$ cat config.mk
export PLATFORM = sky130hd
export DESIGN_NAME = pte_ram
export DESIGN_NICKNAME = d
export VERILOG_FILES = /design/src/pte_ram.sv
export SDC_FILE = /design/constraint.sdc
export NUM_CORES = 1
export LEC_CHECK = 0
export ABC_AREA = 1
export BUFFER_PORTS_ARGS = -buffer_cell sky130_fd_sc_hd__buf_2
export CAP_MARGIN = 20
export CORE_ASPECT_RATIO = 0.75
export CORE_MARGIN = 3
export CORE_UTILIZATION = 30
export DETAILED_ROUTE_END_ITERATION = 8
export GPL_TIMING_DRIVEN = 0
export HOLD_SLACK_MARGIN = 0.05
export MAX_ROUTING_LAYER = met4
export PLACE_DENSITY = 0.52
export REMOVE_ABC_BUFFERS = 1
export SKIP_LAST_GASP = 1
export SLEW_MARGIN = 20
export SYNTH_ARGS = -nofsm -noshare
export SYNTH_HDL_FRONTEND = slang
export SYNTH_SLANG_ARGS = --single-unit
export TNS_END_PERCENT = 1
$ cat constraint.sdc
create_clock -name clk -period 2.9 [get_ports clk]
set_input_delay 0.29 -clock clk [delete_from_list [all_inputs] [get_ports clk]]
set_output_delay 0.29 -clock clk [all_outputs]
set_load 0.1 [all_outputs]
$ cat src/pte_ram.sv
// ----------------------------------------------------------------------------
// pte_ram
// Generic single write port, single read port RAM with registered read.
// ----------------------------------------------------------------------------
module pte_ram #(
  parameter int WIDTH = 8,
  parameter int DEPTH = 16
) (
  input  logic                                     clk,
  input  logic                                     we,
  input  logic [((DEPTH > 1) ? $clog2(DEPTH) : 1)-1:0] waddr,
  input  logic [WIDTH-1:0]                         wdata,
  input  logic [((DEPTH > 1) ? $clog2(DEPTH) : 1)-1:0] raddr,
  output logic [WIDTH-1:0]                         rdata
);

  logic [WIDTH-1:0] mem [DEPTH];
  logic [WIDTH-1:0] rdata_r;

  always_ff @(posedge clk) begin
    if (we) begin
      mem[waddr] <= wdata;
    end
    rdata_r <= mem[raddr];
  end

  assign rdata = rdata_r;

endmodule

== Word level (Yosys, flattened, before mapping) ==
Memory sizes are Yosys's and may differ from the RTL's. A register that Yosys moved wholly into a read port is not among the register bits.
Index checks and enable logic that the tools add are counted.

* Flip-flop bits (word level): 0
* RAM bits: 128
* Word-level logic and storage cells: 3
* Memories kept: 1

{| class="wikitable"
|+ Memory list
! name !! words !! bits a word !! rd ports !! clocked after memory_dff !! write ports !! line !! text
|-
| mem || 16 || 8 || 1 || 1 || 1 || 17 || <nowiki>logic [WIDTH-1:0] mem [DEPTH];</nowiki>
|}

* Muxes and demuxes: 2

{| class="wikitable"
|+ Operators by type and width
! cell !! count
|-
| 1-bit 2-to-1 mux || 2
|}

== Logic depth before layout (Yosys ltp) ==
Gate-level depths: netlist (run 1).

* Depth in word-level cells: 2
* Depth in mapped cells: 8
* Depth with buffers taken out: 7

== Worst setup path after synthesis (run 1) ==
OpenSTA, ideal clock, no wires.

* Kind: input -> register
* Start point: in waddr[2] in the netlist's numbering
* End point: mem mem[10][0], enable pin
* Setup time: 0.370 ns
* Arrival: 0.871 ns
* Required time: 2.530 ns
* Path slack: 1.659 ns
* Cell stages on the path: 2
* Buffers on the path: 0
* Path through: nand3b_1 nor2_1

{| class="wikitable"
|+ RTL lines
! element !! line !! text
|-
| start: declaration || 11 || <nowiki>input logic [((DEPTH > 1) ? $clog2(DEPTH) : 1)-1:0] waddr,</nowiki>
|-
| end: declaration || 17 ||
|}

No word-level cell before the write port.

==> flow_summary.toml, run 1 <==
[placed_design]
hpwl_microns = 7530
placedInstanceArea_sq_um = 6040
place_congestion = 0.752
port_buffers = 25

[global_route]
track_usage = 0.131
grt_remaining_overflow = 0
antenna_found_initial = 0
grt_max_degree = 66
grt_pass1_wl_microns = 19500
grt_pass1_vias = 3360

[yosys]
syn_area_sq_um = 5770
syn_inst = 551
yosysTopAreaCell = "edfxtp_1"
synth_area_per_cell_sq_um = 10.5
synth-seq-cells = 136
yosys.cell_count.top_type = "nand2_1"
synth.top_cell.area_share = 0.667
synth-edff-count = 128
synthFlopType = "edfxtp_1"
synth_area_leaders = "edfxtp_1 67%, nand2_1 11%, nand3_1 8.4%"
yosysSeqAreaShare = 0.694
synthArstFlopShare = 0
synth_commonest_cells = "173 x nand2_1, 128 x edfxtp_1, 100 x inv_1"
synth_cell_type_count = 12
synth.yosys.warnings = 0

[sta]
drv_slew = 0
hold_slack_ns = 0.218
max_slew.worst_pin.slew_ns = 0.968
hold_viol = 0
setup_violations = 0
period_minus_slack_ns = 2.31
period_share = 0.796
setup_tns_ns = 0
skew_ns = 0.00482
max_freq_mhz = 433
rsz0062_at_grt = "no"
max-slew-margin-rel = 0.354

[routing]
ant_nets = 0
wire_per_inst_microns = 15.5
route.vias.total = 3555
wl_microns = 12900
drcViolationCount = 0
drt-initial-drc-count = 180
vias_per_cell = 4.28
dr.pass1.iters = 4

[finish]
final_util = 0.361
layout-drive-gt1-share = 0.0993
diodes = 0
finalInstanceArea_sq_um = 6740
nNetsFinal = 589
area_delta_synth_final_pct = 16.9

[worst_hold_path]
hold_path_depth = 3
whs_endpoint = "rdata[7]"
hp-start = "raddr[3]"
hp-class = "input port to flop"

[clock_network]
postCtsSetupRepairBufs = 0
cts_resized = 0
holdBufCountCts = 0
htree_levels = 4
clkTransAtPathRegs_ns = 0.06
root_buffer = "clkbuf_16"
clock_latency_ns = 0.41
clock-sinks = 136
cts_made_buffers = 17
clk_path_buf_depth = 2
cts_tree = "built"

[die]
die_area_sq_um = 20900
rows = 43
die_w_microns = 166
start_util = 0.309
die_h_microns = 126
core_area_sq_um = 18700
ioPinCount = 26

[worst_setup_path]
cp_slowest_stage_delay_ns = 0.97
cp_top_family = "buffers and inverters"
worst-endpoint-required_ns = 3.20
r2r.worst_path.cells = 6
cp_slowest_cell = "clkinv_2"
r2r-end = "rdata[5]"
worstSetupPathType = "input port to flop"
cp.buffers_inverters = 2
r2r_start = "mem[8][5]"
crit_path_start_kind = "input port"
crit_chain = "buf_4, clkinv_2, nand2_1, nand2_1, nand2_1, nand3_1, nand3_1, nand2_1"
cp-end-kind = "flop"
critPathMaxFanout = 65
crit_top_cell = "nand2_1"
ff2ff_setup_slack_ns = 1.83
crit_arrival_ns = 2.61

[outcome]
outcome = "finished clean"

[power_and_ir_drop]
cellLeakagePower_nw = 2.86
ir_drop_uv = 673
power_density_nw_per_um2 = 758

[job]
maxCapViolCount = 0
[sequential cells by signal, summed over array words and instances (netlist names)]
signal	count
rdata	8
mem	128
[cell families (layout without fill, tap and decap cells)]
group	after synthesis	count (layout)	share of synthesized area
flip-flops	136	136	0.694
buffers and inverters	126	159	0.0952
AND/OR/NAND/NOR	289	289	0.210
[report_power, final]
| group | switching [mW] | internal (mW) | total, mW |
|---|---|---|---|
| combinational | 0.277 | 0.0691 | 0.346 |
| sequential | 0.0103 | 2.20 | 2.21 |
| clock | 0.783 | 1.77 | 2.56 |
[stage by stage]
step                      total power, mW  std cells  setup WS, ns
after floorplan                      2.46        527          1.63
after global routing                 5.28        831         0.274
after detailed placement             2.60        799         0.482
after CTS                            5.16        831         0.915
final                                5.11        831         0.591
after global placement               2.59        799       -0.0768
[worst max path at each step]
stage	from	to	slack [ns]	cells after the start
2_1_floorplan	raddr[0]	rdata[2]	1.63	6
3_3_place_gp	raddr[0]	rdata[0]	-0.08	8
3_5_place_dp	raddr[0]	rdata[5]	0.48	7
4_1_cts	raddr[0]	rdata[5]	0.91	7
6_report	raddr[0]	rdata[6]	0.59	8
5_1_grt	raddr[0]	rdata[5]	0.27	7
[worst reg2reg max path: stages (launching register included)]
cell	delay, ns
edfxtp_1	0.35
inv_1	0.05
nand2_1	0.05
nand3_1	0.12
nand3_1	0.16
nand3_1	0.17
nand2_1	0.07
[layout make-up]
cell class,count,area [sq um]
timing repair buffer,25,128
sequential,136,4000
tap,247,309
inverter,102,384
multi-input combinational,289,1210
clock buffer,17,425
fill,1803,11900
clock inverter,15,279
[routing by layer]
layer,share of wire,vias to the layer above,GRT usage
li1,-,1814,-
met5,0,-,-
met1,0.47,1649,0.171
met2,0.46,73,0.200
met3,0.044,19,0.0304
met4,0.020,0,0.0494
[cell usage in the layout, fill, tap and decap left out, types with 2 or more instances in the layout]
master,netlist,final
nand2_1,173,173
edfxtp_1,128,128
inv_1,100,100
nand3_1,97,97
buf_2,13,24
nor2_1,17,17
clkbuf_16,0,17
bufinv_16,0,8
dfxtp_1,8,8
clkinv_2,0,5
nand3b_1,2,2
clkinvlp_4,0,2
(Power assumes the default switching activity.)
==> run 2, diff against run 1 <==
clock period = 2.3 ns   (was 2.9 ns; I/O delays follow)
==> flow_summary.toml, run 2 (synthesized netlist as in run 1, its figures left out) <==
[clock_network]
clock_latency_ns = 0.41
clock-sinks = 136
root_buffer = "clkbuf_16"
htree_levels = 4
cts_tree = "built"
cts_made_buffers = 17
clk_path_buf_depth = 2
clkTransAtPathRegs_ns = 0.06
postCtsSetupRepairBufs = 0

[placed_design]
port_buffers = 25
hpwl_microns = 7530
dpl_worst_slack_ns = -0.0583
dpl.cell_count = 799
place_congestion = 0.752

[power_and_ir_drop]
seqPwrFrac = 0.432
power_switching_mw = 1.35
switching_share = 0.210
comb_power_share = 0.068
cellLeakagePower_nw = 2.86
ir_drop_uv = 848
p_int_mw = 5.09
p_total_mw = 6.45
power_density_nw_per_um2 = 956
p_clk_frac = 0.500

[worst_setup_path]
cp_slowest_stage_delay_ns = 0.60
cp-end-kind = "flop"
ff2ff_setup_slack_ns = 1.23
crit_top_cell = "nand3_1"
r2r_start = "mem[9][5]"
cp_slowest_cell = "buf_2"
crit_chain = "buf_2, inv_2, nand3_1, nand3_1, nand3_1, nand2_1"
r2r-end = "rdata[5]"
worst-endpoint-required_ns = 2.61
crit_path_start_kind = "input port"
critPathMaxFanout = 33
cp.buffers_inverters = 2
worstSetupPathType = "input port to flop"
crit_arrival_ns = 1.97
r2r.worst_path.cells = 6
cp_top_family = "buffers and inverters"

[die]
ioPinCount = 26
die_w_microns = 166
rows = 43
die_h_microns = 126
start_util = 0.309
die_area_sq_um = 20900
core_area_sq_um = 18700

[routing]
drcViolationCount = 0
wire_per_inst_microns = 15.5
dr.pass1.iters = 4
drt-initial-drc-count = 179
ant_nets = 0
vias_per_cell = 4.29
route.vias.total = 3563
wl_microns = 12900

[worst_hold_path]
hp-start = "raddr[3]"
whs_endpoint = "rdata[7]"
hp-class = "input port to flop"
hold_path_depth = 3

[global_route]
grt_remaining_overflow = 0
grt_pass1_wl_microns = 19500
grt_max_degree = 66
grt_pass1_vias = 3360
track_usage = 0.131
antenna_found_initial = 0

[finish]
final_cell_mix = "173 x nand2_1, 128 x edfxtp_1, 100 x inv_1, 97 x nand3_1, 24 x buf_2"
diodes = 0
regMostFlops = "mem"
final_util = 0.361
layout_commonest_cell = "nand2_1"
largest_reg_flops = 128
final_cells = 831
nNetsFinal = 589
area_delta_synth_final_pct = 16.9
layout-drive-gt1-share = 0.0993

[sta]
rsz0062_at_grt = "no"
setup_violations = 0
skew_ns = 0.00475
max_slew.worst_pin.slew_ns = 0.885
hold_viol = 0
max_freq_mhz = 600
fin_ws_ns = 0.635
period_minus_slack_ns = 1.67
drv_slew = 0
setup_tns_ns = 0
max-slew-margin-rel = 0.408
period_share = 0.724

[outcome]
outcome = "finished clean"

[job]
maxCapViolCount = 0
run 2: cell count changes in the layout (fill, tap and decap cells not counted):
cell and delta:
clkinv_2 -1, inv_4 +1
run 2: final cells by class:
cell class / count / area (sq um)
multi-input cells: 289 / 1210
repair buffers: 25 / 128
inverters: 102 / 385
clock inverters: 15 / 279
flip-flops and latches: 136 / 4000
clock buffers: 17 / 425
fillers: 1802 / 11900
well taps: 247 / 309
run 2: timing repair:
| action | CTS | global route |
|---|---|---|
| hold buffers | 0 | 0 |
| gates resized for setup | 0 | 1 |
| setup endpoints to repair | 0 | 8 |
run 2: layer usage:
layer / routed length, microns / share of wire / up-vias / track usage
met5: 0 / 0 / - / -
met1: 6100 / 0.47 / 1652 / 0.171
met4: 263 / 0.020 / 0 / 0.0494
met2: 5950 / 0.46 / 76 / 0.200
met3: 592 / 0.046 / 21 / 0.0304
li1: - / - / 1814 / -
run 2: how the worst max path moves through the flow:
stage	from	to	slack, ns	cells after the start
floorplan	raddr[0]	rdata[2]	1.09	6
global placement	raddr[0]	rdata[0]	-0.62	8
detailed placement	raddr[0]	rdata[5]	-0.06	7
CTS	raddr[0]	rdata[5]	0.37	7
global route	raddr[1]	rdata[5]	0.41	6
finish	raddr[1]	rdata[5]	0.63	6
run 2: worst register-to-register path, delay by kind of cell (launching register included):
family,cells,cell delay [ns]
flip-flops,1,0.36
buffers and inverters,1,0.06
AND/OR/NAND/NOR,5,0.55
run 2: power by group through the flow:
stage                     clock network [mW]  logic [mW]  registers (mW)
after floorplan                            0       0.150            2.95
after global placement                     0       0.438            2.83
after detailed placement                   0       0.442            2.84
after CTS                               3.28       0.444            2.79
after global routing                    3.38       0.480            2.79
final                                   3.22       0.437            2.78
run 2: stage by stage:
| step | area, sq um | hold slack [ns] |
|---|---|---|
| detailed placement | 6040 | 0.582 |
| global placement | 6030 | 0.590 |
| global route | 6740 | 0.167 |
| finish | 6740 | 0.157 |
| floorplan | 5600 | 0.329 |
| CTS | 6740 | 0.136 |
==> run 3, diff against run 2 <==
PLACE_DENSITY = 0.53   (was 0.52)
clock period = 1.49 ns   (was 2.3 ns; I/O delays follow)
==> flow_summary.toml, run 3 (synthesized netlist as in run 1, its figures left out) <==
[die]
rows = 43
core_area_sq_um = 18700
start_util = 0.309
ioPinCount = 26
die_w_microns = 166
die_h_microns = 126
die_area_sq_um = 20900

[worst_setup_path]
crit_path_start_kind = "input port"
worstSetupPathType = "input port to flop"
cp_slowest_stage_delay_ns = 0.59
crit_top_cell = "nand3_1"
crit_arrival_ns = 1.63
cp-end-kind = "flop"
cp_slowest_cell = "inv_4"
ff2ff_setup_slack_ns = 0.44
crit_chain = "buf_6, inv_4, nand2_1, nand3_1, nand3_1, nand3_1, nand2_1"
critPathMaxFanout = 65
worst-endpoint-required_ns = 1.78

[clock_network]
root_buffer = "clkbuf_16"
htree_levels = 4
cts_tree = "built"
clkTransAtPathRegs_ns = 0.06
cts_made_buffers = 17
clock-sinks = 136
cts_resized = 2
clock_latency_ns = 0.41
clk_path_buf_depth = 2
postCtsSetupRepairBufs = 0
holdBufCountCts = 0

[placed_design]
place_congestion = 0.721
placedInstanceArea_sq_um = 6040
port_buffers = 25
hpwl_microns = 7350

[outcome]
outcome = "finished clean"

[routing]
drcViolationCount = 0
wire_per_inst_microns = 15.3
dr.pass1.iters = 4
wl_microns = 12700
ant_nets = 0
vias_per_cell = 4.34
drt-initial-drc-count = 237
route.vias.total = 3600

[sta]
max-slew-margin-rel = 0.319
drv_slew = 0
hold_viol = 0
max_slew.worst_pin.slew_ns = 1.02
period_share = 0.896
max_freq_mhz = 749
period_minus_slack_ns = 1.33
rsz0062_at_grt = "no"
setup_violations = 0
skew_ns = 0.00494

[finish]
final_cell_mix = "173 x nand2_1, 128 x edfxtp_1, 100 x inv_1, 97 x nand3_1, 23 x buf_2"
layout-drive-gt1-share = 0.0909
layout_commonest_cell = "nand2_1"
nNetsFinal = 589
diodes = 0
area_delta_synth_final_pct = 14.6
regMostFlops = "mem"
final_util = 0.354
largest_reg_flops = 128
finalInstanceArea_sq_um = 6610

[global_route]
antenna_found_initial = 0
grt_pass1_wl_microns = 20400
grt_remaining_overflow = 0
track_usage = 0.133
grt_pass1_vias = 3605
grt_max_degree = 66

[job]
maxCapViolCount = 0

[power_and_ir_drop]
ir_drop_uv = 882
cellLeakagePower_nw = 2.80
p_total_mw = 8.96
power_density_nw_per_um2 = 1350

[worst_hold_path]
hp-class = "input port to flop"
==> run 3: path summary, 6_finish.rpt <==
path | cells past startpoint | startpoint | end
worst max register to register | 6 | mem[12][0] | rdata[0]
worst max-delay path | 7 | raddr[0] | rdata[0]
worst min register to register | 6 | mem[10][7] | rdata[7]
worst min-delay path | 1 | wdata[7] | mem[14][7]
==> run 3: critical path, delay by kind of cell <==
family                 cells  cell delay [ns]
buffers and inverters      2             0.81
and+or+nand+nor            5             0.57
==> run 3: power by group <==
part           switching, mW  leakage [nW]  internal, mW  total, mW
combinational          0.529          1.29         0.135      0.664
clock                   1.43         0.283          2.57       3.99
sequential            0.0203          1.22          4.28       4.30
==> run 3: layer usage <==
metal  vias to the layer above  wire [microns]  track usage  share of wire
met1                      1701            5600        0.168           0.44
li1                       1814               -            -              -
met4                         0             107       0.0562         0.0084
met2                        79            6290        0.207           0.50
met3                         6             691       0.0317          0.054
met5                         -               0            -              0
==> run 3: final cells by class <==
type | instances | area, sq um
Sequential cell | 136 | 4000
Clock inverter | 14 | 139
Fill cell | 1839 | 12100
Timing Repair Buffer | 25 | 134
Inverter | 102 | 385
Clock buffer | 17 | 425
Multi-Input combinational cell | 289 | 1210
Tap cell | 247 | 309
==> run 3: through the flow <==
stage,hold slack (ns),instances,TNS (ns),setup slack (ns)
after floorplan,0.248,527,0,0.361
after global placement,0.542,799,-21.80,-1.34
after detailed placement,0.548,799,-18.92,-0.503
final,0.128,830,0,0.155
after CTS,0.100,830,0,0.176
after global routing,0.125,830,0,0.0472
